<file path="src/rtl/rkef_pkg.sv">
// ----------------------------------------------------------------------------
// rkef_pkg
// shared types, constants and helpers of the row kernel edge finder
// ----------------------------------------------------------------------------
package rkef_pkg;

  // sizing
  localparam int MaxKernel  = 16;
  localparam int RowWidth   = 4096;
  localparam int MaxRows    = 4096;
  localparam int QueueDepth = 2;

  // field widths
  localparam int HeightW   = 16;
  localparam int StrengthW = 20;
  localparam int OutColW   = 12;
  localparam int RowIdxW   = 12;
  localparam int KernelW   = 5;
  localparam int DirW      = 3;
  localparam int PickW     = 2;
  localparam int CfgAddrW  = 3;
  localparam int CfgDataW  = 20;

  // derived widths
  localparam int KSelW    = $clog2(MaxKernel + 1);
  localparam int ColCntW  = $clog2(RowWidth + 1);
  localparam int GrpW     = HeightW + 2;
  localparam int Groups   = (MaxKernel + 3) / 4;
  localparam int SumW     = HeightW + $clog2(MaxKernel) + 1;
  localparam int QPtrW    = (QueueDepth > 1) ? $clog2(QueueDepth) : 1;
  localparam int QCntW    = $clog2(QueueDepth + 1);

  localparam logic [HeightW-1:0]   NullSample  = {1'b1, {(HeightW-1){1'b0}}};
  localparam logic [StrengthW-1:0] StrengthMax = {StrengthW{1'b1}};

  // register indexes
  typedef enum logic [CfgAddrW-1:0] {
    REG_KERNEL_SIZE = 3'd0,
    REG_LOWER_THR   = 3'd1,
    REG_UPPER_THR   = 3'd2,
    REG_EDGE_DIR    = 3'd3,
    REG_PICK_RULE   = 3'd4,
    REG_Z_LOW       = 3'd5,
    REG_Z_HIGH      = 3'd6,
    REG_ZERO_LEVEL  = 3'd7
  } rkef_reg_e;

  // direction rules
  typedef enum logic [DirW-1:0] {
    DIR_ANY       = 3'd0,
    DIR_RISE      = 3'd1,
    DIR_RISE_NULL = 3'd2,
    DIR_FALL      = 3'd3,
    DIR_FALL_NULL = 3'd4
  } rkef_dir_e;

  // pick rules
  typedef enum logic [PickW-1:0] {
    PICK_PEAK  = 2'd0,
    PICK_FIRST = 2'd1,
    PICK_LAST  = 2'd2
  } rkef_pick_e;

  typedef struct packed {
    logic [KernelW-1:0]          kernel_size;
    logic [StrengthW-1:0]        lower_thr;
    logic [StrengthW-1:0]        upper_thr;
    logic [DirW-1:0]             edge_dir;
    logic [PickW-1:0]            pick_rule;
    logic signed [HeightW-1:0]   z_low;
    logic signed [HeightW-1:0]   z_high;
    logic signed [HeightW-1:0]   zero_level;
  } rkef_cfg_t;

  typedef logic [MaxKernel:0][HeightW-1:0] rkef_taps_t;

  // per-sample bookkeeping carried alongside the window
  typedef struct packed {
    logic                 eval;
    logic [OutColW-1:0]   start_col;
    logic                 row_end;
    logic                 frame_start;
    logic [RowIdxW-1:0]   row_idx;
  } rkef_meta_t;

  typedef struct packed {
    rkef_taps_t taps;
    rkef_meta_t meta;
  } rkef_entry_t;

  // kernel size clamped to 1..MaxKernel
  function automatic logic [KSelW-1:0] eff_kernel(input logic [KernelW-1:0] ks);
    logic [KSelW-1:0] k;
    if (ks == '0) begin
      k = KSelW'(1);
    end else if (int'(ks) > MaxKernel) begin
      k = KSelW'(MaxKernel);
    end else begin
      k = KSelW'(ks);
    end
    return k;
  endfunction

endpackage

</file>
<file path="src/rtl/rkef_ifs.sv">
// ----------------------------------------------------------------------------
// rkef_ifs
// valid/ready channel interfaces for samples, results and register writes
// ----------------------------------------------------------------------------

// height sample channel
interface rkef_sample_if;
  logic                                 valid;
  logic                                 ready;
  logic signed [rkef_pkg::HeightW-1:0]  height;
  logic                                 row_end;
  logic                                 frame_start;

  modport source (output valid, height, row_end, frame_start, input ready);
  modport sink   (input valid, height, row_end, frame_start, output ready);
endinterface


</file>
<file path="src/rtl/rkef_front.sv">
// ----------------------------------------------------------------------------
// rkef_front
// takes samples, shifts the window and tags each transaction for the back end
// ----------------------------------------------------------------------------
module rkef_front (
  input  logic                  clk_i,
  input  logic                  rst_ni,
  rkef_sample_if.sink           samp_i,
  input  rkef_pkg::rkef_cfg_t   cfg_i,
  input  logic                  full_i,
  output logic                  push_o,
  output rkef_pkg::rkef_entry_t entry_o
);

  rkef_pkg::rkef_taps_t             taps_q, taps_d;
  logic [rkef_pkg::ColCntW-1:0]     col_cnt_q, col_cnt_d;
  logic [rkef_pkg::RowIdxW-1:0]     row_cnt_q, row_cnt_d;
  logic [rkef_pkg::ColCntW-1:0]     col_base;
  logic [rkef_pkg::RowIdxW-1:0]     row_idx;
  logic [rkef_pkg::KSelW-1:0]       k;
  logic                             in_range;
  logic                             accept;

  assign samp_i.ready = !full_i;
  assign accept       = samp_i.valid && !full_i;
  assign push_o       = accept;
  assign k            = rkef_pkg::eff_kernel(cfg_i.kernel_size);

  // frame start restarts the counters before the sample is placed
  assign col_base = samp_i.frame_start ? '0 : col_cnt_q;
  assign row_idx  = samp_i.frame_start ? '0 : row_cnt_q;
  assign in_range = (col_base < rkef_pkg::ColCntW'(rkef_pkg::RowWidth));

  // window shift, newest sample at tap zero
  always_comb begin
    taps_d = taps_q;
    if (in_range) begin
      taps_d[0] = samp_i.height;
      for (int i = 1; i <= rkef_pkg::MaxKernel; i++) begin
        taps_d[i] = taps_q[i-1];
      end
    end
  end

  // column and row counting
  always_comb begin
    col_cnt_d = in_range ? col_base + 1'b1 : col_base;
    row_cnt_d = row_idx;
    if (samp_i.row_end) begin
      col_cnt_d = '0;
      row_cnt_d = (row_idx == rkef_pkg::RowIdxW'(rkef_pkg::MaxRows - 1)) ?
                  '0 : row_idx + 1'b1;
    end
  end

  // snapshot pushed with each transaction
  always_comb begin
    entry_o.taps             = taps_d;
    entry_o.meta.eval        = in_range && (col_base >= rkef_pkg::ColCntW'(k));
    entry_o.meta.start_col   = rkef_pkg::OutColW'(col_base - rkef_pkg::ColCntW'(k));
    entry_o.meta.row_end     = samp_i.row_end;
    entry_o.meta.frame_start = samp_i.frame_start;
    entry_o.meta.row_idx     = row_idx;
  end

  always_ff @(posedge clk_i or negedge rst_ni) begin
    if (!rst_ni) begin
      taps_q    <= {(rkef_pkg::MaxKernel + 1){rkef_pkg::NullSample}};
      col_cnt_q <= '0;
      row_cnt_q <= '0;
    end else if (accept) begin
      taps_q    <= taps_d;
      col_cnt_q <= col_cnt_d;
      row_cnt_q <= row_cnt_d;
    end
  end

endmodule

</file>
<file path="src/flat_wrapper.sv">
// flat-port wrapper written by rule: the top's interface ports become plain ports
module rkef_front_flat 
  (clk_i, rst_ni, cfg_i, full_i, push_o, entry_o, samp_i_valid, samp_i_height, samp_i_row_end, samp_i_frame_start, samp_i_ready);
  rkef_sample_if samp_i_i ();
  input  logic clk_i;
  input  logic rst_ni;
  input  rkef_pkg::rkef_cfg_t cfg_i;
  input  logic full_i;
  output logic push_o;
  output rkef_pkg::rkef_entry_t entry_o;
  input wire logic [$bits(samp_i_i.valid)-1:0] samp_i_valid;
  input wire logic [$bits(samp_i_i.height)-1:0] samp_i_height;
  input wire logic [$bits(samp_i_i.row_end)-1:0] samp_i_row_end;
  input wire logic [$bits(samp_i_i.frame_start)-1:0] samp_i_frame_start;
  output wire logic [$bits(samp_i_i.ready)-1:0] samp_i_ready;
  assign samp_i_i.valid = samp_i_valid;
  assign samp_i_i.height = samp_i_height;
  assign samp_i_i.row_end = samp_i_row_end;
  assign samp_i_i.frame_start = samp_i_frame_start;
  assign samp_i_ready = samp_i_i.ready;
  rkef_front u_core (.clk_i(clk_i), .rst_ni(rst_ni), .samp_i(samp_i_i), .cfg_i(cfg_i), .full_i(full_i), .push_o(push_o), .entry_o(entry_o));
endmodule
</file>
<file path="config.mk">
export PLATFORM = sky130hd
export DESIGN_NAME = rkef_front_flat
export DESIGN_NICKNAME = d
export VERILOG_FILES = /design/src/rtl/rkef_pkg.sv /design/src/rtl/rkef_ifs.sv /design/src/rtl/rkef_front.sv /design/src/flat_wrapper.sv
export SDC_FILE = /design/constraint.sdc
export NUM_CORES = 1
export LEC_CHECK = 0
export ABC_AREA = 1
export BUFFER_PORTS_ARGS = -buffer_cell sky130_fd_sc_hd__buf_2
export CAP_MARGIN = 10
export CORE_MARGIN = 4
export CORE_UTILIZATION = 57
export CTS_CLUSTER_SIZE = 16
export DETAILED_ROUTE_END_ITERATION = 12
export PLACE_DENSITY = 0.86
export SLEW_MARGIN = 25
export SYNTH_ARGS = -nofsm -noshare
export SYNTH_HDL_FRONTEND = slang
export SYNTH_SLANG_ARGS = --single-unit
</file>
<file path="constraint.sdc">
create_clock -name clk_i -period 5 [get_ports clk_i]
set_clock_uncertainty 0.05 [all_clocks]
set_input_delay 0 -clock clk_i [delete_from_list [all_inputs] [get_ports clk_i]]
set_output_delay 0 -clock clk_i [all_outputs]
set_load 0.005 [all_outputs]
</file>
==> results.md, run 1 <==
- The share of synthesized area occupied by flip-flops and latches is 49.6%.
- The number of design-rule violations left by the first detailed-router iteration is 1308.
- The number of cells in the finished layout apart from fillers is 2645.
- The count of nets left with antenna violations once routing finished came out at 0.
- The slowest stage of the critical path belongs to the cell nor2_8.
- The clock tree from TritonCTS is done.
- The number of global-route vias before repair is around 13000.
- The relative slew slack is 31.4%.
- Setup violations remaining at the end of the flow were counted as 0.
- Summed over all failing endpoints, the final setup total negative slack is 0 ns.
- The number of levels the H-tree was split into is 1.
- Global routing used ~28% of the available tracks across all layers.
- STA puts the critical path data arrival time at approximately 3.3 ns.
- The number of buffers on the longest clock path is 3.
- The number of placement rows is roughly 60.
- The repair_antennas step left the layout with diodes totalling 0.
- The cell at the root of the clock tree is clkbuf_16.
- The final cell area excluding filler cells is 0.0179 mm².
- Setup repair after global routing left no endpoint under its margin.
- For the finished layout, the period the worst path requires is approximately 3.4 ns.
- The global-route congestion overflow total is 0.
- In the routed design, unresolved DRC markers number 0.
- Counting every net in the synthesized netlist gives 2141.
- The top cell types in the final layout, fill and taps aside, are nand2_1 (620), o21ai_0 (366), buf_2 (326).
- The total number of yosys warnings is 0.
- The placeable core region is approximately 0.026 mm².
- The critical path is of the reg2out type.
- The floorplan step defined a die boundary enclosing about 0.029 mm².
- The cell area after placement is ~0.017 mm².
- The final layout net count is 2413.
- Counting flops with an async set or reset pin after synthesis yields a share of between 90% and 100%.
- Relative to the synthesized area, the layout overhead comes to 19.5%.
- The horizontal die dimension is about 170 µm.
- The number of top-level design ports is approximately 420.
- Synthesis instantiated 31 different standard cells from the library.
- Dividing total power by cell area gives a power density of roughly 390 mW/mm².
- The length of the first detailed-routing pass in iterations is 7.
- The most instantiated flip-flop cell in the synthesis netlist is dfrtp_1.
- The number of enable-type register cells in the synthesized netlist is 0.
- In this design, the stage delay of the slowest critical-path cell is roughly 0.7 ns.
- The routed layout has approximately 14000 vias.
- Max-cap violations in this run came to 0.
- The worst hold path class is in2async.
- STA puts the critical path data required time at 4.95 ns.
- The total standard cell area after synthesis is around 0.015 mm².
- The maximum vdd drop is 0.000326 V.
- Entering global routing, the biggest net connects 323 pins.
- For the worst-skew pair, the clock arrives at the later sink with an insertion delay of between 0.5 and 0.6 ns.
- Routability-driven placement finished with a final weighted congestion of 0.873.
- The fraction of final layout cells sized beyond drive strength 1 is between 15 and 20%.
- A synthesized cell averages roughly 7.5 µm².
- The global-route wire length before repair is about 66000 µm.
- After clock tree synthesis, the repair step resized 0 gates.
- The total count of hold-check failures in the final report is 0.
- Of all nets on the critical path, the largest fanout is 122.
- The most common cell after layout, fill and taps aside is nand2_1.
- The initial antenna violation count is 0.
- The clock net sink count is 297.
- After synthesis the netlist holds a flip-flop and latch count of 297.
- The highest clock rate is approximately 300 MHz.
- The total count of max-transition violations in the final report is 0.
- After clock tree synthesis, the clock-pin slew on the worst setup and hold paths is about 0.060 ns.
- The effective utilization at floorplan is ~58%.
- The count of buffers from port buffering is between 300 and 400.
- The HPWL after detailed placement is ~29000 µm.
- The vias per cell is 5.41.
- Power comes to ~0.007 W.
- The die is roughly 170 µm tall.
- The flow ran to the end, and the final reports show no timing, DRC or antenna violations.
- The leakage power is around 9 nW.
- Of the available clock period, the critical path in the final layout requires 67.4%.
- Buffers inserted during clock tree synthesis total 31.
- The total instance count after detailed placement is 2559.
- Traced cell by cell, the critical path runs through inv_2 > nor2_8 > inv_4 > buf_4 > o21ai_0 > buf_2.
- The worst setup path is captured at an output port.
- At the pin with the least slew margin, the transition time is a little over 1 ns.
- STA classifies the critical path startpoint as a register.
- The routed design has 41700 µm of wire.
- After detailed routing, the average wire length per cell comes to 15.8 µm.
- The number of standard cells after synthesis is between 2000 and 2500.
## flip-flops by register name, summed over array words and instances, names as in the netlist
register,count
u_core.taps_q,272
u_core.col_cnt_q,13
u_core.row_cnt_q,12
## stage by stage
| step | setup WS (ns) | util (%) | hold WS (ns) |
|---|---|---|---|
| finish | 1.63 | 69.1 | 0.0474 |
| CTS | 1.63 | 69.0 | 0.120 |
| global placement | 2.23 | 64.1 | 0.0789 |
| global route | 1.38 | 69.1 | 0.137 |
| detailed placement | 2.20 | 64.1 | 0.0871 |
| floorplan | 3.32 | - | -0.346 |
## path summary, 6_finish.rpt
path	from	end	slack, ns	depth (start not counted)
max in group asynchronous	rst_ni	u_core.taps_q[88]	3.54	3
worst min-delay path	rst_ni	u_core.taps_q[2]	0.05	2
worst max-delay path	u_core.col_cnt_q[12]	entry_o[258]	1.63	6
worst max register to register	u_core.col_cnt_q[12]	u_core.taps_q[2]	1.68	9
worst min register to register	u_core.col_cnt_q[11]	u_core.col_cnt_q[11]	0.43	2
min in group clk_i	samp_i_valid	u_core.taps_q[192]	0.18	6
## cells in the mapped netlist (all sizes together), types with 6 or more instances
library cell,number,share of area (%)
xor2,11,0.64
o21ai,485,16
clkbuf,54,1.3
inv,288,7.2
ha,7,0.58
nand2,623,16
dfstp,17,3.0
nand3,37,1.2
o22ai,64,2.7
buf,72,2.3
dfrtp,280,47
nor2,49,1.4
a21oi,7,0.23
nor3,6,0.27
nand4,7,0.29
## report_power, final
part | total, W | switching (W) | internal [W]
clock network | 0.00223 | 0.000947 | 0.00128
logic | 0.00168 | 0.00103 | 0.000647
registers | 0.00309 | 0.000236 | 0.00286
total | 0.00700 | 0.00222 | 0.00479
## area by class of cell
cell class	count	area, µm²
Inverter	289	1090
Clock inverter	14	80.1
Clock buffer	44	925
Multi-Input combinational cell	1301	5930
Timing Repair Buffer	365	2060
Fill cell	2092	8040
Tap cell	335	419
Sequential cell	297	7450
## critical path: cells and delay by family, from the launching register on
| family | cells | cell delay, ns |
|---|---|---|
| buf+inv | 4 | 1.16 |
| flops | 1 | 0.44 |
| simple gates | 1 | 0.72 |
| compound gates | 1 | 0.42 |
## logic make-up after synthesis
| family | share of synthesized area, % |
|---|---|
| AND/OR/NAND/NOR | 18.9 |
| flip-flops | 49.6 |
| buffers and inverters | 10.9 |
| XOR/XNOR | 0.700 |
| adder cells (fa/ha/maj) | 0.717 |
| AO/OA/AOI/OAI | 19.1 |
## layer usage
metal	up-vias	wire [µm]	global-route usage, %
li1	6954	-	-
met1	6741	17700	39.2
met2	534	19100	43.0
met3	74	3620	6.48
met4	0	1310	8.61
met5	-	0	0
## repair_timing
action / CTS / global route
hold buffers: 27 / 0
buffers inserted: 0 / 0
endpoints found under the hold margin: 145 / 0
Power figures use the tool's default switching activity.
==> inputs of run 2 (changes only) <==
--- a/config.mk
+++ b/config.mk
@@ -5,14 +5,14 @@
 export SDC_FILE = /design/constraint.sdc
 export NUM_CORES = 1
 export LEC_CHECK = 0
-export ABC_AREA = 1
+export ABC_AREA = 0
 export BUFFER_PORTS_ARGS = -buffer_cell sky130_fd_sc_hd__buf_2
 export CAP_MARGIN = 10
 export CORE_MARGIN = 4
-export CORE_UTILIZATION = 57
+export CORE_UTILIZATION = 53
 export CTS_CLUSTER_SIZE = 16
 export DETAILED_ROUTE_END_ITERATION = 12
-export PLACE_DENSITY = 0.86
+export PLACE_DENSITY = 0.81
 export SLEW_MARGIN = 25
 export SYNTH_ARGS = -nofsm -noshare
 export SYNTH_HDL_FRONTEND = slang
==> constraint.sdc (replaced) <==
create_clock -name clk_i -period 3.2 [get_ports clk_i]
set_clock_uncertainty 0.05 [all_clocks]
set_input_delay 0 -clock clk_i [delete_from_list [all_inputs] [get_ports clk_i]]
set_output_delay 0 -clock clk_i [all_outputs]
set_load 0.005 [all_outputs]
==> run 2 against run 1 <==
  * Sequential share of layout area decreased by 1.1 points
  * Power increased by 59%
  * Register-to-register slack got worse by 0.82 ns
  * Critical path type unchanged
==> results.md, run 2 <==
- The slew of the pin with the lowest slew margin is 0.779 ns (-0.249 ns).
- The total count of hold-check failures in the final report is 0 (unchanged).
- The total number of vias came to 12800 (-11%).
- The ratio of total power to cell area came to 604 mW/mm² (+55%).
- Among cell families on the critical path, the largest total delay comes from compound AO/OA/AOI/OAI gates.
- The total instance count after detailed placement is 2334 (-8.8%).
- The synthesized flop and latch total is 297 (unchanged).
- STA classifies the critical path endpoint as an output port.
- The data required time of the critical path is 3.15 ns (-1.80 ns).
- The total number of yosys warnings is 0 (unchanged).
- The number of endpoints failing setup at the final stage is 0 (unchanged).
- The data arrival time of the critical path was 2.90 ns (-0.42 ns).
- The horizontal die dimension came to 179 µm (+4.9%).
- The initial antenna violation count is 0 (unchanged).
- The number of top-level design ports was 421 (unchanged).
- The number of levels the H-tree was split into is 1 (unchanged).
- Clock tree synthesis selected as its root buffer the cell clkbuf_16.
- The count of buffers from port buffering is 327 (unchanged).
- The net switching fraction of the power is 30.8% (-0.83 points).
- The number of placement rows is 62 (+5.1%).
- The number of design-rule violations left by the first detailed-router iteration is 1065 (-19%).
- The number of max-capacitance violations reported came to 0 (unchanged).
- The worst path needs ~3 ns of the cycle, external delays included.
- The share of the clock period used by the worst path is just over 90%.
- The utilization after layout is 64.3% (-4.8 points).
- The clock latency of the later-clocked register in the worst-skew pair came to 0.55 ns (about the same).
- The global-route wire length before repair is 64300 µm (-3.2%).
- The library cell with the largest summed area after synthesis is dfrtp_1.
- The relative contribution of the clock network to total power is 29.5% (-2.3 points).
- The most common cell after layout, fill and taps aside is nand2_1.
- The number of cells in the finished layout apart from fillers is 2403 (-9.1%).
- The area overhead of the layout relative to synthesis is 19.5% (about the same).
- The number of enable-type register cells in the synthesized netlist is 0 (unchanged).
- The total global routing track utilization was 24.6% (-3.2 points).
- The final layout net count came to 2131 (-12%).
- The clock tree from TritonCTS is done.
- The highest clock rate is between 300 and 400 MHz.
- The die area was 0.0319 mm² (+10%).
- The TritonCTS buffer count is 30 (-3.2%).
- The total standard cell area after synthesis is 0.0154 mm² (+2.8%).
- The signal on the critical path passes through nand2_1 > ha_1 > inv_1 > fa_1 > a21o_1 > a21oi_1 > o21ai_1 > o211ai_1 > nand2b_1 > buf_2.
- By area the synthesized netlist is led by dfrtp_1 (45%), nand2_1 (21%), mux2_2 (20%).
- By count the netlist is led by nand2_1 (845), dfrtp_1 (280), mux2_2 (272), clkbuf_1 (43).
- The switching power of the nets came to 0.00343 W (+55%).
- The floorplan die height is 179 µm (+4.9%).
- The most flop-heavy register is u_core.taps_q.
- The maximum number of pins on one net before global-route repair came to 161 (-50%).
- The number of flip-flops in the largest register is 272 (unchanged).
- The library cells used most frequently in the layout, excluding fill and tap cells, are nand2_1 (843), buf_2 (326), dfrtp_1 (280).
- The clock net sink count is 297 (unchanged).
- The length of the first detailed-routing pass in iterations was 5 (-2).
- The flow ran to the end, and the final reports show no timing, DRC or antenna violations.
- Among all flip-flop cells after synthesis, the most frequent one is dfrtp_1.
- The leakage power is 10.4 nW (+15%).
- The total count of max-transition violations in the final report was 0 (unchanged).
- The combinational fraction of design power came to 24.2% (+0.2 points).
- The setup TNS is 0 ns (unchanged).
- The number of buffers on the longest clock path was 3 (unchanged).
- The post-detailed-route DRC marker count is 0 (unchanged).
- The worst setup path is launched from a register.
- The cell with the biggest individual delay on the critical path is dfrtp_1.
- The number of global-route vias before repair was 12400 (-5.6%).
- The mean instance size in the synthesized netlist is 9.02 µm² (+21%).
- The largest fanout on the critical path came to 5 (-96%).
- The share of the synthesized area in the top cell type is 45.4% (-1.3 points).
- The most used standard cell by instance count after synthesis is nand2_1.
- The effective utilization at floorplan is 53.8% (-4.0 points).
- The largest registers in the layout are u_core.taps_q x272, u_core.col_cnt_q x13, u_core.row_cnt_q x12.
- The number of standard cells after synthesis was 1712 (-15%).
- The vias per cell is 5.32 (-1.7%).
- The number of buffers added for setup after CTS came to 0 (unchanged).
- The proportion of register bits with asynchronous set or reset after synthesis is 100% (unchanged).
- The total detailed-routing wirelength is 40600 µm (-2.6%).
- The min-delay analysis places its worst path in the category in2async.
- Setup repair after global routing left no endpoint under its margin.
- The start-to-end type of the worst setup path is reg2out.
- The placeable core region is 0.0287 mm² (+10%).
- The share of synthesized area occupied by flip-flops and latches was 48.3% (-1.4 points).
- The maximum vdd drop is 0.000430 V (+32%).
- The maximum cell stage delay along the critical path was 0.44 ns (-0.28 ns).
- The critical path buffer and inverter count is 2 (-2).
- The cell-internal power is 0.00771 W (+61%).
- The fraction of final layout cells sized beyond drive strength 1 is 34.1% (+16 points).
- The post-detailed-placement half-perimeter wirelength is 27400 µm (-4.1%).
- The global-route congestion overflow total is 0 (unchanged).
- The number of distinct library cells after synthesis is 58 (+87%).
- The routed wire length per instance is 16.9 µm (+7.2%).
- The sequential share of power is 46.3% (+2.1 points).
- The count of inserted antenna diode cells is 0 (unchanged).
- The weighted congestion reported at the end of routability-driven placement is 0.863 (-1.2%).
- The net count of the mapped netlist is 1840 (-14%).
- The number of nets still failing antenna checks after routing came to 0 (unchanged).
- The relative slew slack is 48.0% (+17 points).
- The clock-pin slew on the worst setup and hold paths is 0.06 ns (about the same).
## run 2: cell types whose count changed after synthesis, moves of 17 or more
cell,previous run,this run
buf_2,49,29
inv_1,284,14
mux2_2,0,272
nand2_1,620,845
nand3_1,37,9
nor2b_1,0,17
o21ai_0,366,21
o21ai_1,119,0
o22ai_1,64,2
## run 2: cells by family after synthesis
group,Yosys count,share of synthesized area [%]
simple gates,934,24.1
flops,297,48.3
mux,274,20.0
buf+inv,122,3.69
compound gates,71,2.91
fa+ha+maj,8,0.697
xor+xnor,6,0.340
## run 2: path summary, 6_finish.rpt
path,start,endpoint,slack [ns],cells after the start
setup / recovery,u_core.col_cnt_q[0],entry_o[24],0.25,10
hold / removal,rst_ni,u_core.taps_q[241],0.02,2
setup reg to reg,u_core.col_cnt_q[12],u_core.taps_q[0],0.86,5
hold reg to reg,u_core.taps_q[171],u_core.taps_q[171],0.45,2
max in group asynchronous,rst_ni,u_core.taps_q[15],2.05,3
min in group clk_i,full_i,u_core.taps_q[155],0.07,6
## run 2: final cells by class
cell class,instances,area [µm²]
fillers,2273,10300
clock buffers,45,888
well taps,384,480
multi-input cells,1293,7430
inverters,14,57.6
repair buffers,367,2110
flip-flops and latches,297,7450
clock inverters,3,17.5
## run 2: power groups by stage
stage | clock network, W | registers [W] | logic (W)
after floorplan | 0 | 0.00496 | 0.00155
after global placement | 0 | 0.00515 | 0.00259
after detailed placement | 0 | 0.00521 | 0.00267
after CTS | 0.00336 | 0.00515 | 0.00272
after global routing | 0.00352 | 0.00525 | 0.00302
final | 0.00329 | 0.00516 | 0.00269
## run 2: repair_timing
item / CTS / global route
endpoints found under the setup margin: 0 / 2
endpoints found under the hold margin: 129 / 0
gates resized for setup: 0 / 1
hold buffers: 21 / 0
## run 2: per-stage QoR
stage	cell area, µm²	worst slack, ns	total power, W	hold slack, ns
floorplan	15400	1.11	0.00651	-0.346
global placement	17300	0.806	0.00773	0.0503
detailed placement	17300	0.709	0.00788	0.0482
CTS	18400	0.118	0.0112	0.0486
global route	18400	0.0358	0.0118	0.0964
finish	18400	0.248	0.0111	0.0250
## run 2: routing by layer
layer / track usage (%) / wire length (µm) / vias to the layer above
met5: 0 / 0 / -
met4: 6.68 / 1200 / 0
met3: 7.42 / 3410 / 77
met2: 41.6 / 19800 / 372
met1: 30.7 / 16200 / 6204
li1: - / - / 6120
