$ cat config.mk
export PLATFORM = sky130hd
export DESIGN_NAME = rkef_queue
export DESIGN_NICKNAME = d
export VERILOG_FILES = /design/src/rtl/rkef_pkg.sv /design/src/rtl/rkef_queue.sv
export SDC_FILE = /design/constraint.sdc
export NUM_CORES = 1
export LEC_CHECK = 0
export BUFFER_PORTS_ARGS = -buffer_cell sky130_fd_sc_hd__buf_2
export CELL_PAD_IN_SITES_DETAIL_PLACEMENT = 1
export CELL_PAD_IN_SITES_GLOBAL_PLACEMENT = 2
export CORE_MARGIN = 8
export CORE_UTILIZATION = 38
export DETAILED_ROUTE_END_ITERATION = 10
export PLACE_DENSITY = 0.84
export SYNTH_ARGS = -nofsm -noshare
export SYNTH_HDL_FRONTEND = slang
export SYNTH_SLANG_ARGS = --single-unit
export TNS_END_PERCENT = 5
$ cat constraint.sdc
create_clock -name clk_i -period 18.9 [get_ports clk_i]
set_input_delay 2.835 -clock clk_i [delete_from_list [all_inputs] [get_ports clk_i]]
set_output_delay 2.835 -clock clk_i [all_outputs]
set_load 0.01 [all_outputs]
$ cat src/rtl/rkef_pkg.sv
// ----------------------------------------------------------------------------
// rkef_pkg
// shared types, constants and helpers of the row kernel edge finder
// ----------------------------------------------------------------------------
package rkef_pkg;

  // sizing
  localparam int MaxKernel  = 16;
  localparam int RowWidth   = 4096;
  localparam int MaxRows    = 4096;
  localparam int QueueDepth = 2;

  // field widths
  localparam int HeightW   = 16;
  localparam int StrengthW = 20;
  localparam int OutColW   = 12;
  localparam int RowIdxW   = 12;
  localparam int KernelW   = 5;
  localparam int DirW      = 3;
  localparam int PickW     = 2;
  localparam int CfgAddrW  = 3;
  localparam int CfgDataW  = 20;

  // derived widths
  localparam int KSelW    = $clog2(MaxKernel + 1);
  localparam int ColCntW  = $clog2(RowWidth + 1);
  localparam int GrpW     = HeightW + 2;
  localparam int Groups   = (MaxKernel + 3) / 4;
  localparam int SumW     = HeightW + $clog2(MaxKernel) + 1;
  localparam int QPtrW    = (QueueDepth > 1) ? $clog2(QueueDepth) : 1;
  localparam int QCntW    = $clog2(QueueDepth + 1);

  localparam logic [HeightW-1:0]   NullSample  = {1'b1, {(HeightW-1){1'b0}}};
  localparam logic [StrengthW-1:0] StrengthMax = {StrengthW{1'b1}};

  // register indexes
  typedef enum logic [CfgAddrW-1:0] {
    REG_KERNEL_SIZE = 3'd0,
    REG_LOWER_THR   = 3'd1,
    REG_UPPER_THR   = 3'd2,
    REG_EDGE_DIR    = 3'd3,
    REG_PICK_RULE   = 3'd4,
    REG_Z_LOW       = 3'd5,
    REG_Z_HIGH      = 3'd6,
    REG_ZERO_LEVEL  = 3'd7
  } rkef_reg_e;

  // direction rules
  typedef enum logic [DirW-1:0] {
    DIR_ANY       = 3'd0,
    DIR_RISE      = 3'd1,
    DIR_RISE_NULL = 3'd2,
    DIR_FALL      = 3'd3,
    DIR_FALL_NULL = 3'd4
  } rkef_dir_e;

  // pick rules
  typedef enum logic [PickW-1:0] {
    PICK_PEAK  = 2'd0,
    PICK_FIRST = 2'd1,
    PICK_LAST  = 2'd2
  } rkef_pick_e;

  typedef struct packed {
    logic [KernelW-1:0]          kernel_size;
    logic [StrengthW-1:0]        lower_thr;
    logic [StrengthW-1:0]        upper_thr;
    logic [DirW-1:0]             edge_dir;
    logic [PickW-1:0]            pick_rule;
    logic signed [HeightW-1:0]   z_low;
    logic signed [HeightW-1:0]   z_high;
    logic signed [HeightW-1:0]   zero_level;
  } rkef_cfg_t;

  typedef logic [MaxKernel:0][HeightW-1:0] rkef_taps_t;

  // per-sample bookkeeping carried alongside the window
  typedef struct packed {
    logic                 eval;
    logic [OutColW-1:0]   start_col;
    logic                 row_end;
    logic                 frame_start;
    logic [RowIdxW-1:0]   row_idx;
  } rkef_meta_t;

  typedef struct packed {
    rkef_taps_t taps;
    rkef_meta_t meta;
  } rkef_entry_t;

  // kernel size clamped to 1..MaxKernel
  function automatic logic [KSelW-1:0] eff_kernel(input logic [KernelW-1:0] ks);
    logic [KSelW-1:0] k;
    if (ks == '0) begin
      k = KSelW'(1);
    end else if (int'(ks) > MaxKernel) begin
      k = KSelW'(MaxKernel);
    end else begin
      k = KSelW'(ks);
    end
    return k;
  endfunction

endpackage

$ cat src/rtl/rkef_queue.sv
// ----------------------------------------------------------------------------
// rkef_queue
// short fifo of window snapshots between the front and the back end
// ----------------------------------------------------------------------------
module rkef_queue (
  input  logic                  clk_i,
  input  logic                  rst_ni,
  input  logic                  push_i,
  input  rkef_pkg::rkef_entry_t entry_i,
  output logic                  full_o,
  input  logic                  pop_i,
  output rkef_pkg::rkef_entry_t entry_o,
  output logic                  empty_o
);

  rkef_pkg::rkef_entry_t            mem_q [rkef_pkg::QueueDepth];
  logic [rkef_pkg::QPtrW-1:0]       wr_ptr_q, wr_ptr_d;
  logic [rkef_pkg::QPtrW-1:0]       rd_ptr_q, rd_ptr_d;
  logic [rkef_pkg::QCntW-1:0]       count_q, count_d;
  logic                             do_push, do_pop;

  assign full_o  = (count_q == rkef_pkg::QCntW'(rkef_pkg::QueueDepth));
  assign empty_o = (count_q == '0);
  assign do_push = push_i && !full_o;
  assign do_pop  = pop_i && !empty_o;
  assign entry_o = mem_q[rd_ptr_q];

  // pointer wrap and occupancy
  always_comb begin
    wr_ptr_d = wr_ptr_q;
    rd_ptr_d = rd_ptr_q;
    count_d  = count_q;
    if (do_push) begin
      wr_ptr_d = (wr_ptr_q == rkef_pkg::QPtrW'(rkef_pkg::QueueDepth - 1)) ?
                 '0 : wr_ptr_q + 1'b1;
    end
    if (do_pop) begin
      rd_ptr_d = (rd_ptr_q == rkef_pkg::QPtrW'(rkef_pkg::QueueDepth - 1)) ?
                 '0 : rd_ptr_q + 1'b1;
    end
    if (do_push && !do_pop) begin
      count_d = count_q + 1'b1;
    end else if (do_pop && !do_push) begin
      count_d = count_q - 1'b1;
    end
  end

  always_ff @(posedge clk_i or negedge rst_ni) begin
    if (!rst_ni) begin
      wr_ptr_q <= '0;
      rd_ptr_q <= '0;
      count_q  <= '0;
    end else begin
      wr_ptr_q <= wr_ptr_d;
      rd_ptr_q <= rd_ptr_d;
      count_q  <= count_d;
    end
  end

  // storage
  always_ff @(posedge clk_i) begin
    if (do_push) begin
      mem_q[wr_ptr_q] <= entry_i;
    end
  end

endmodule

==> out/qor.txt, run 1 <==
worst min-delay path category - reg -> reg
DRC - 0
Int Power - 0.003079 W
switching power - 0.001302 W
GP Congestion - 0.8074
post-synthesis compound-gate area fraction - 0.0002279
switching share of power - 0.2971
TritonRoute pass-1 iters - 6
cell area after layout - 27670 um2
wire per inst - 23.73 um
clock skew - 0.01898 ns
Leakage - 10.25 nW
Rows - 88
Via density - 4.730
critical path startpoint - rd_ptr_q
Yosys reg bits - 602
die area - 65740 um2
starting density of the core - 0.3821
CTS tree - yes
VDD IR-drop max - 0.09363 mV
HPWL after DPL - 41.72 mm
FF-to-FF path depth - 5
Worst Path Max Fanout - 78
Placement Cell Area - 25590 um2
WHS Endpoint - count_q[1]
Final nets - 1897
category of the most critical setup path - reg -> out
outcome - finished clean
reg2reg setup slack - 15.02 ns
clk buf depth - 3
period utilization - 0.3674
RSZ-0062 raised after global routing - false
Startpoint Class - flip-flop
first-pass GRT wire length - 83.59 mm
fmax - 0.1440 GHz
Core Area - 57480 um2
Synth Area in Adders - 0.0005697
top cell type's share of synthesized area - 0.8176
Max-Slew Margin vs Limit - 0.2275
Seq/Total Area, Yosys - 0.8222
Area growth syn-to-layout - 26.00%
Num Clock Sinks - 602
Setup WS pre-CTS - 12.53 ns
post-layout total power - 0.004381 W
global route total overflow - 0
port bufs - 603
Synth area leaders - edfxtp_1 (82%), mux2_2 (15%), clkbuf_8 (1.8%)
worst hold path depth - 1
Post-Syn Area per Cell - 23.14 um2
slowest CP cell - dfrtp_4
setup bufs post-CTS - 0
number of antenna violations at the first check in global routing - 25
actual slew at the worst max-slew pin - 1.159 ns
DR iter-0 viols - 519
H-Tree Level Count - 2
Synth warnings - 0
final-report setup violation count - 0
post-route minimum period - 6.944 ns
Final Max Slew Viols - 0
Final WS setup - 11.96 ns
layout cells sized above 1 - 0.6122
CTS root buffer - clkbuf_16
Mapped Area - 21960 um2
vias in the first global route - 13013
Die W - 256.4 um
Post-CTS Hold Buffers - 0
crit-path cells - buf_4 > buf_4 > mux2_2 > buf_2
Flop pwr share - 0.442
Clk pin slew, worst setup/hold paths - 0.06 ns
largest net degree at the start of global routing - 84
simple-gate area share of the yosys netlist - 0.001253
Worst Path Arrival - 4.11 ns
I/O pin total - 604
Mapped Cells - 949
Worst R2R Start - count_q[0]
final WL - 57.68 mm
Final Hold Fails - 0
most common cell after layout, fill and taps aside - buf_2
Crit path top cell by count - buf_4
height of the die - 256.4 um
largest family of logic cells by synthesized area - multiplexers
synth unique cells - 14
Post-CTS Resized - 0
Pwr Density - 158.3 nW/um2
cell taking the most area after synthesis - edfxtp_1
Post-Syn Nets - 1253
routed via count - 11498
CP max stage delay - 1.01 ns
Clock Latency Late Sink - 0.60 ns
Total Routing Usage GR - 0.1673
Max Cap Violations - 0
cts bufs inserted - 61
setup TNS - 0 ns
most frequent cells in the layout - buf_2 (603), edfxtp_1 (598), mux2_2 (299), clkbuf_16 (63), clkbuf_1 (14)
mux cell area share after synthesis - 0.1533
combinational cell fraction of total power - 0.283
worst reg2reg path endpoint - mem_q[0][123]
Synth Area in XOR/XNOR - 0.001994
required time of the critical path - 16.07 ns
fin util - 0.4815
HP Start - count_q[1]
clock network power share - 0.275
ANT nets after route - 0
Worst Setup End Kind - primary output
[metal layers]
metal	vias up	global-route usage	wire (um)
met3	127	0.06541	5042
met5	-	0	81
li1	5122	-	-
met4	12	0.06567	1979
met2	494	0.3044	30560
met1	5743	0.1711	20010
[how the worst max path moves through the flow]
stage	slack, ns	depth (start not counted)	to
6_report	11.96	4	entry_o[232]
5_1_grt	11.65	4	entry_o[228]
4_1_cts	11.85	4	entry_o[84]
3_5_place_dp	12.53	4	entry_o[84]
3_3_place_gp	12.66	4	entry_o[80]
2_1_floorplan	2.63	2	mem_q[0][0]
[through the flow]
stage                     instances  hold WS [ns]
after detailed placement       2295        0.5398
final                          2431        0.5453
after global placement         2295        0.5105
after CTS                      2410        0.5532
after global routing           2425        0.5619
after floorplan                 949        0.4608
[worst max-delay path, delay by kind of cell, from the launching register on]
family,cells,cell delay [ns]
buffers and inverters,3,1.87
flip-flops,1,1.01
multiplexers,1,0.43
[logic make-up (layout without fill, tap and decap cells)]
| family | after synthesis | count (layout) |
|---|---|---|
| xor gates and xnor gates | 5 | 5 |
| muxes | 299 | 299 |
| DFF | 602 | 602 |
| other | 0 | 21 |
| adders and majority gates | 1 | 1 |
| buffers and inverters | 35 | 731 |
| and+or+nand+nor | 6 | 6 |
| AOI/OAI and AO/OA | 1 | 1 |
[synth_stat cells, drive strengths merged]
| library cell | number |
|---|---|
| nand2 | 1 |
| nand2b | 1 |
| xor2 | 2 |
| dfrtp | 4 |
| and3 | 1 |
| mux2 | 299 |
| o21ai | 1 |
| xnor2 | 3 |
| clkbuf | 28 |
| edfxtp | 598 |
| ha | 1 |
| buf | 5 |
| inv | 2 |
| nor2 | 3 |
[final cells by class]
type / count / area (um2)
sequential: 602 / 18060
multi-input combinational: 312 / 3468
inverter: 2 / 7.507
clock inverter: 35 / 354.1
clock buffer: 80 / 1670
tap: 765 / 957.2
timing repair buffer: 614 / 3100
fill: 5557 / 29800
antenna: 21 / 52.55
[sequential cells by signal (all words and copies together), names as in the netlist]
register / flops
rd_ptr_q: 1
count_q: 2
mem_q: 598
wr_ptr_q: 1
[power by group through the flow]
stage                     Clock [W]  Combinational [W]  Sequential, W
after floorplan                   0           0.000830        0.00203
after global placement            0            0.00123        0.00195
after detailed placement          0            0.00126        0.00197
after CTS                   0.00124            0.00126        0.00194
after global routing        0.00128            0.00132        0.00197
final                       0.00120            0.00124        0.00194
Note: power is estimated with default switching activity, not from simulation.
==> run 2, diff against run 1 <==
--- a/config.mk
+++ b/config.mk
@@ -9,9 +9,9 @@
 export CELL_PAD_IN_SITES_DETAIL_PLACEMENT = 1
 export CELL_PAD_IN_SITES_GLOBAL_PLACEMENT = 2
 export CORE_MARGIN = 8
-export CORE_UTILIZATION = 38
+export CORE_UTILIZATION = 35
 export DETAILED_ROUTE_END_ITERATION = 10
-export PLACE_DENSITY = 0.84
+export PLACE_DENSITY = 0.81
 export SYNTH_ARGS = -nofsm -noshare
 export SYNTH_HDL_FRONTEND = slang
 export SYNTH_SLANG_ARGS = --single-unit
==> constraint.sdc (replaced) <==
create_clock -name clk_i -period 6.3 [get_ports clk_i]
set_input_delay 0.945 -clock clk_i [delete_from_list [all_inputs] [get_ports clk_i]]
set_output_delay 0.945 -clock clk_i [all_outputs]
set_load 0.01 [all_outputs]
==> out/qor.txt, run 2 (synthesis results as in run 1) <==
outcome - finished clean
Pwr Density - 470.4 nW/um2 (+200%)
clock skew - 0.01318 ns (-0.005798 ns)
Die W - 266.5 um (+3.9%)
Total Routing Usage GR - 0.1488 (-0.01850)
clock network power share - 0.271 (-0.004)
number of antenna violations at the first check in global routing - 22 (-12%)
Worst Path Max Fanout - 134 (+72%)
setup bufs post-CTS - 0 (unchanged)
RSZ-0062 raised after global routing - false
sequential standard cell area - 18060 um2 (unchanged)
Leakage - 10.25 nW (about the same)
Max-Slew Margin vs Limit - 0.3542 (+0.1267)
Num Clock Sinks - 602 (unchanged)
wire per inst - 22.20 um (-6.4%)
category of the most critical setup path - reg -> out
Area growth syn-to-layout - 26.53%
Final Hold Fails - 0 (unchanged)
Core Area - 62500 um2 (+8.8%)
routed via count - 11405 (-0.81%)
required time of the critical path - 5.35 ns (-10.72 ns)
most frequent cells in the layout - buf_2 (603), edfxtp_1 (598), mux2_2 (299), clkbuf_16 (70), clkinv_1 (16)
Clock Latency Late Sink - 0.57 ns (-0.03 ns)
Final Max Slew Viols - 0 (unchanged)
DR iter-0 viols - 656 (+26%)
post-route minimum period - 3.860 ns
global route total overflow - 0 (unchanged)
Setup WS pre-CTS - 3.045 ns (-9.487 ns)
die area - 71020 um2 (+8.0%)
CTS tree - yes
Startpoint Class - flip-flop
Flop pwr share - 0.441 (about the same)
CTS root buffer - clkbuf_16
clk buf depth - 3 (unchanged)
most common cell after layout, fill and taps aside - buf_2
Final nets - 1899 (+0.11%)
Int Power - 0.009134 W (+200%)
fmax - 0.2590 GHz
worst reg2reg path endpoint - mem_q[0][163]
vias in the first global route - 12845 (-1.3%)
Inst Count DP - 2372 (+3.4%)
I/O pin total - 604 (unchanged)
height of the die - 266.5 um (+3.9%)
starting density of the core - 0.3514 (-0.03075)
final cell count without fillers - 2508 (+3.2%)
worst min-delay path category - in -> async
port bufs - 603 (unchanged)
Worst Setup End Kind - primary output
actual slew at the worst max-slew pin - 0.9687 ns (-0.1901 ns)
largest register by flop count - mem_q
Post-CTS Resized - 0 (unchanged)
combinational cell fraction of total power - 0.288 (+0.005)
Worst Path Arrival - 2.92 ns (-1.19 ns)
Top Registers - mem_q: 598 flops, count_q: 2 flops
Final WS setup - 2.440 ns (-9.517 ns)
ANT nets after route - 0 (unchanged)
Post-CTS Hold Buffers - 0 (unchanged)
H-Tree Level Count - 3 (+1)
TritonRoute pass-1 iters - 4 (-2)
layout cells sized above 1 - 0.6095 (-0.002669)
Rows - 92 (+4.5%)
period utilization - 0.6128
Clk pin slew, worst setup/hold paths - 0.05 ns (about the same)
reg2reg setup slack - 3.75 ns (-11.27 ns)
HPWL after DPL - 39.29 mm (-5.8%)
switching share of power - 0.3012 (+0.004034)
Layout fillers - 6181 (+11%)
Worst R2R Start - count_q[0]
footprint of the multi-input gates - 3468 um2 (unchanged)
Max Cap Violations - 0 (unchanged)
cts bufs inserted - 67 (+9.8%)
final WL - 55.69 mm (-3.5%)
first-pass GRT wire length - 79.81 mm (-4.5%)
Largest register FFs - 598 (unchanged)
final-report setup violation count - 0 (unchanged)
GP Congestion - 0.7783 (-3.6%)
FF-to-FF path depth - 4 (-1)
DRC - 0 (unchanged)
Via density - 4.547 (-3.9%)
switching power - 0.003936 W (+200%)
largest net degree at the start of global routing - 135 (+61%)
VDD IR-drop max - 0.3087 mV (+230%)
run 2: changes by cell type in the layout (fill, tap and decap cells not counted), sizes merged:
| cell | before | now |
|---|---|---|
| buf | 614 | 610 |
| bufinv | 7 | 0 |
| clkbuf | 80 | 82 |
| clkinv | 24 | 35 |
| clkinvlp | 2 | 0 |
| diode | 21 | 18 |
| inv | 4 | 3 |
run 2: critical path: stages (launching register included):
cell,delay [ns]
dfrtp_4,0.98
buf_12,0.55
mux2_2,0.42
buf_2,0.14
run 2: stage by stage:
stage	power, W	TNS (ns)	area [um2]	hold slack (ns)	utilization
after floorplan	0.008409	-647.89	21970	0.4796	-
after global placement	0.009567	0	25740	0.5091	0.4118
after detailed placement	0.009679	0	25740	0.5139	0.4118
after CTS	0.01330	0	27740	0.1215	0.4439
after global routing	0.01368	0	27780	0.1433	0.4444
final	0.01307	0	27790	0.1734	0.4446
run 2: cell type report:
class / count / share of cell area
Sequential cell: 602 / 0.6500
Multi-Input combinational cell: 312 / 0.1248
Timing Repair Buffer: 610 / 0.1132
Clock buffer: 82 / 0.06466
Tap cell: 846 / 0.03809
Clock inverter: 36 / 0.007384
Antenna cell: 18 / 0.001621
Inverter: 2 / 0.0002702
run 2: how the worst max path moves through the flow:
stage,from,to,slack (ns),depth (start not counted)
after floorplan,push_i,mem_q[1][0],-2.17,1
after global placement,rd_ptr_q,entry_o[209],3.06,3
after detailed placement,rd_ptr_q,entry_o[266],3.04,3
after CTS,rd_ptr_q,entry_o[259],2.40,3
after global routing,rd_ptr_q,entry_o[163],2.29,3
final,rd_ptr_q,entry_o[259],2.44,3
run 2: power by group through the flow:
stage | Clock [W] | Sequential (W) | Combinational, W
6_report | 0.00354 | 0.00576 | 0.00376
5_1_grt | 0.00381 | 0.00585 | 0.00402
4_1_cts | 0.00367 | 0.00577 | 0.00385
3_5_place_dp | 0 | 0.00585 | 0.00382
3_3_place_gp | 0 | 0.00579 | 0.00378
2_1_floorplan | 0 | 0.00592 | 0.00249
run 2: routing by layer:
metal  up-vias  share of wire  GRT usage
met1      5754           0.36     0.1527
met5         -        0.00088          0
met3       102          0.085    0.05922
li1       5117              -          -
met4         8          0.029    0.06278
met2       424           0.53     0.2675
==> run 3, diff against run 2 <==
==> constraint.sdc (replaced) <==
create_clock -name clk_i -period 3.13 [get_ports clk_i]
set_input_delay 0.4695 -clock clk_i [delete_from_list [all_inputs] [get_ports clk_i]]
set_output_delay 0.4695 -clock clk_i [all_outputs]
set_load 0.01 [all_outputs]
==> out/qor.txt, run 3 (synthesis results as in run 1) <==
outcome - finished clean
Via density - 4.512 (-0.78%)
largest net degree at the start of global routing - 136 (+0.74%)
WHS Endpoint - mem_q[0][222]
slowest CP cell - dfrtp_4
die area - 71020 um2 (unchanged)
cell area after layout - 27920 um2 (+0.46%)
final WL - 55.22 mm (-0.84%)
Post-CTS Resized - 0 (unchanged)
Clk pin slew, worst setup/hold paths - 0.06 ns (about the same)
HP Start - entry_i[222]
Rows - 92 (unchanged)
period utilization - 0.8891
Max-Slew Margin vs Limit - 0.4191 (+0.06494)
H-Tree Level Count - 2 (-1)
Pwr Density - 939.3 nW/um2 (+100%)
ANT nets after route - 0 (unchanged)
I/O pin total - 604 (unchanged)
clk buf depth - 3 (unchanged)
Placement Cell Area - 25970 um2 (+0.88%)
TritonRoute pass-1 iters - 4 (unchanged)
CP Buf/Inv Count - 3 (+1)
Leakage - 10.31 nW (+0.61%)
CTS tree - yes
Total Routing Usage GR - 0.1486 (-0.0002486)
Setup WS pre-CTS - 0.9445 ns (-2.100 ns)
Final nets - 1917 (+0.95%)
actual slew at the worst max-slew pin - 0.8713 ns (-0.09741 ns)
wire per inst - 21.85 um (-1.6%)
Clock Latency Late Sink - 0.60 ns (+0.03 ns)
most common cell after layout, fill and taps aside - buf_2
routed via count - 11402 (-0.026%)
worst hold path depth - 1
Worst Path Max Fanout - 53 (-60%)
Worst Path Arrival - 2.31 ns (-0.61 ns)
first-pass GRT wire length - 80.52 mm (+0.88%)
Top Registers - mem_q: 598 flops, count_q: 2 flops
crit-path leading delay family - buffers and inverters
GRT Max-Usage Layer - met2
largest register by flop count - mem_q
met3 usage - 0.05618 (-0.003040)
global route total overflow - 0 (unchanged)
Worst Setup End Kind - primary output
GP Congestion - 0.7675 (-1.4%)
cts bufs inserted - 61 (-9.0%)
Core Area - 62500 um2 (unchanged)
port bufs - 603 (unchanged)
RSZ-0062 raised after global routing - false
Largest register FFs - 598 (unchanged)
Die W - 266.5 um (unchanged)
met2 global-route usage - 0.2651 (-0.002431)
DR iter-0 viols - 557 (-15%)
Worst R2R Start - count_q[0]
Max Cap Violations - 0 (unchanged)
final-report setup violation count - 0 (unchanged)
CP max stage delay - 0.57 ns (-0.41 ns)
required time of the critical path - 2.66 ns (-2.69 ns)
reg2reg setup slack - 1.16 ns (-2.59 ns)
most frequent cells in the layout - buf_2 (603), edfxtp_1 (598), mux2_2 (299), clkbuf_16 (61), buf_4 (16)
height of the die - 266.5 um (unchanged)
Num Clock Sinks - 602 (unchanged)
Final WS setup - 0.3472 ns (-2.092 ns)
VDD IR-drop max - 0.5464 mV (+77%)
fmax - 0.3594 GHz
Startpoint Class - flip-flop
HPWL after DPL - 39.72 mm (+1.1%)
CTS root buffer - clkbuf_16
Final Hold Fails - 0 (unchanged)
layout cells sized above 1 - 0.6142 (+0.004694)
crit-path cells - buf_12 > buf_12 > mux2_2 > buf_2
Area growth syn-to-layout - 27.11%
number of antenna violations at the first check in global routing - 18 (-18%)
fin util - 0.4466 (+0.002062)
worst min-delay path category - in -> reg
post-route minimum period - 2.783 ns
FF-to-FF path depth - 4 (unchanged)
DRC - 0 (unchanged)
WP depth - 4 (+1)
Crit path top cell by count - buf_12
GR Layer Usage met1 - 0.1607 (+0.008013)
starting density of the core - 0.3514 (unchanged)
clock skew - 0.01517 ns (+0.001987 ns)
category of the most critical setup path - reg -> out
Final Max Slew Viols - 0 (unchanged)
setup bufs post-CTS - 0 (unchanged)
vias in the first global route - 12816 (-0.23%)
worst reg2reg path endpoint - mem_q[0][153]
[run 3: cell types whose count changed in the layout (fill, tap and decap cells not counted), moves of 2 or more]
cell           change
buf_12             +5
buf_4             +15
bufinv_16          +3
clkbuf_16          -9
clkinv_1           -3
clkinv_8           -3
clkinvlp_4         +5
dlygate4sd3_1      +4
inv_6              +2
[run 3: cell type report]
type                            instances  area [um2]
Tap cell                              846        1059
Multi-Input combinational cell        312        3483
Clock inverter                         40       290.3
Inverter                                2       7.507
Antenna cell                           17       42.54
Fill cell                            6194       34590
Sequential cell                       602       18060
Timing Repair Buffer                  634        3398
Clock buffer                           74        1575
[run 3: stage by stage]
step / power [W] / hold WS (ns) / TNS (ns) / instances
6_report: 0.02622 / 0.05105 / 0 / 2527
5_1_grt: 0.02750 / 0.008350 / 0 / 2523
4_1_cts: 0.02673 / 0.0001733 / 0 / 2510
3_3_place_gp: 0.01958 / 0.2880 / 0 / 2392
3_5_place_dp: 0.01981 / 0.2872 / 0 / 2392
2_1_floorplan: 0.01676 / 0.1739 / -1150.58 / 949
[run 3: worst max-delay path by stage]
stage,startpoint,to,slack [ns]
after floorplan,count_q[0],mem_q[0][0],-2.32
after global placement,rd_ptr_q,entry_o[185],0.95
after detailed placement,rd_ptr_q,entry_o[180],0.94
after CTS,rd_ptr_q,entry_o[180],0.26
after global routing,rd_ptr_q,entry_o[185],0.22
final,rd_ptr_q,entry_o[180],0.35
[run 3: repair_timing]
| item | CTS | global route |
|---|---|---|
| hold endpoints to repair | 10 | 0 |
| setup endpoints to repair | 0 | 0 |
| hold buffers | 4 | 0 |
[run 3: report_power, final]
group          internal [W]  switching [W]  total, W
sequential           0.0110       0.000431    0.0114
clock               0.00383        0.00296   0.00678
combinational       0.00346        0.00454   0.00800
[run 3: metal layers]
| layer | vias up | wire (um) |
|---|---|---|
| li1 | 5164 | - |
| met1 | 5714 | 20060 |
| met4 | 2 | 1623 |
| met5 | - | 13 |
| met3 | 93 | 4737 |
| met2 | 429 | 28780 |
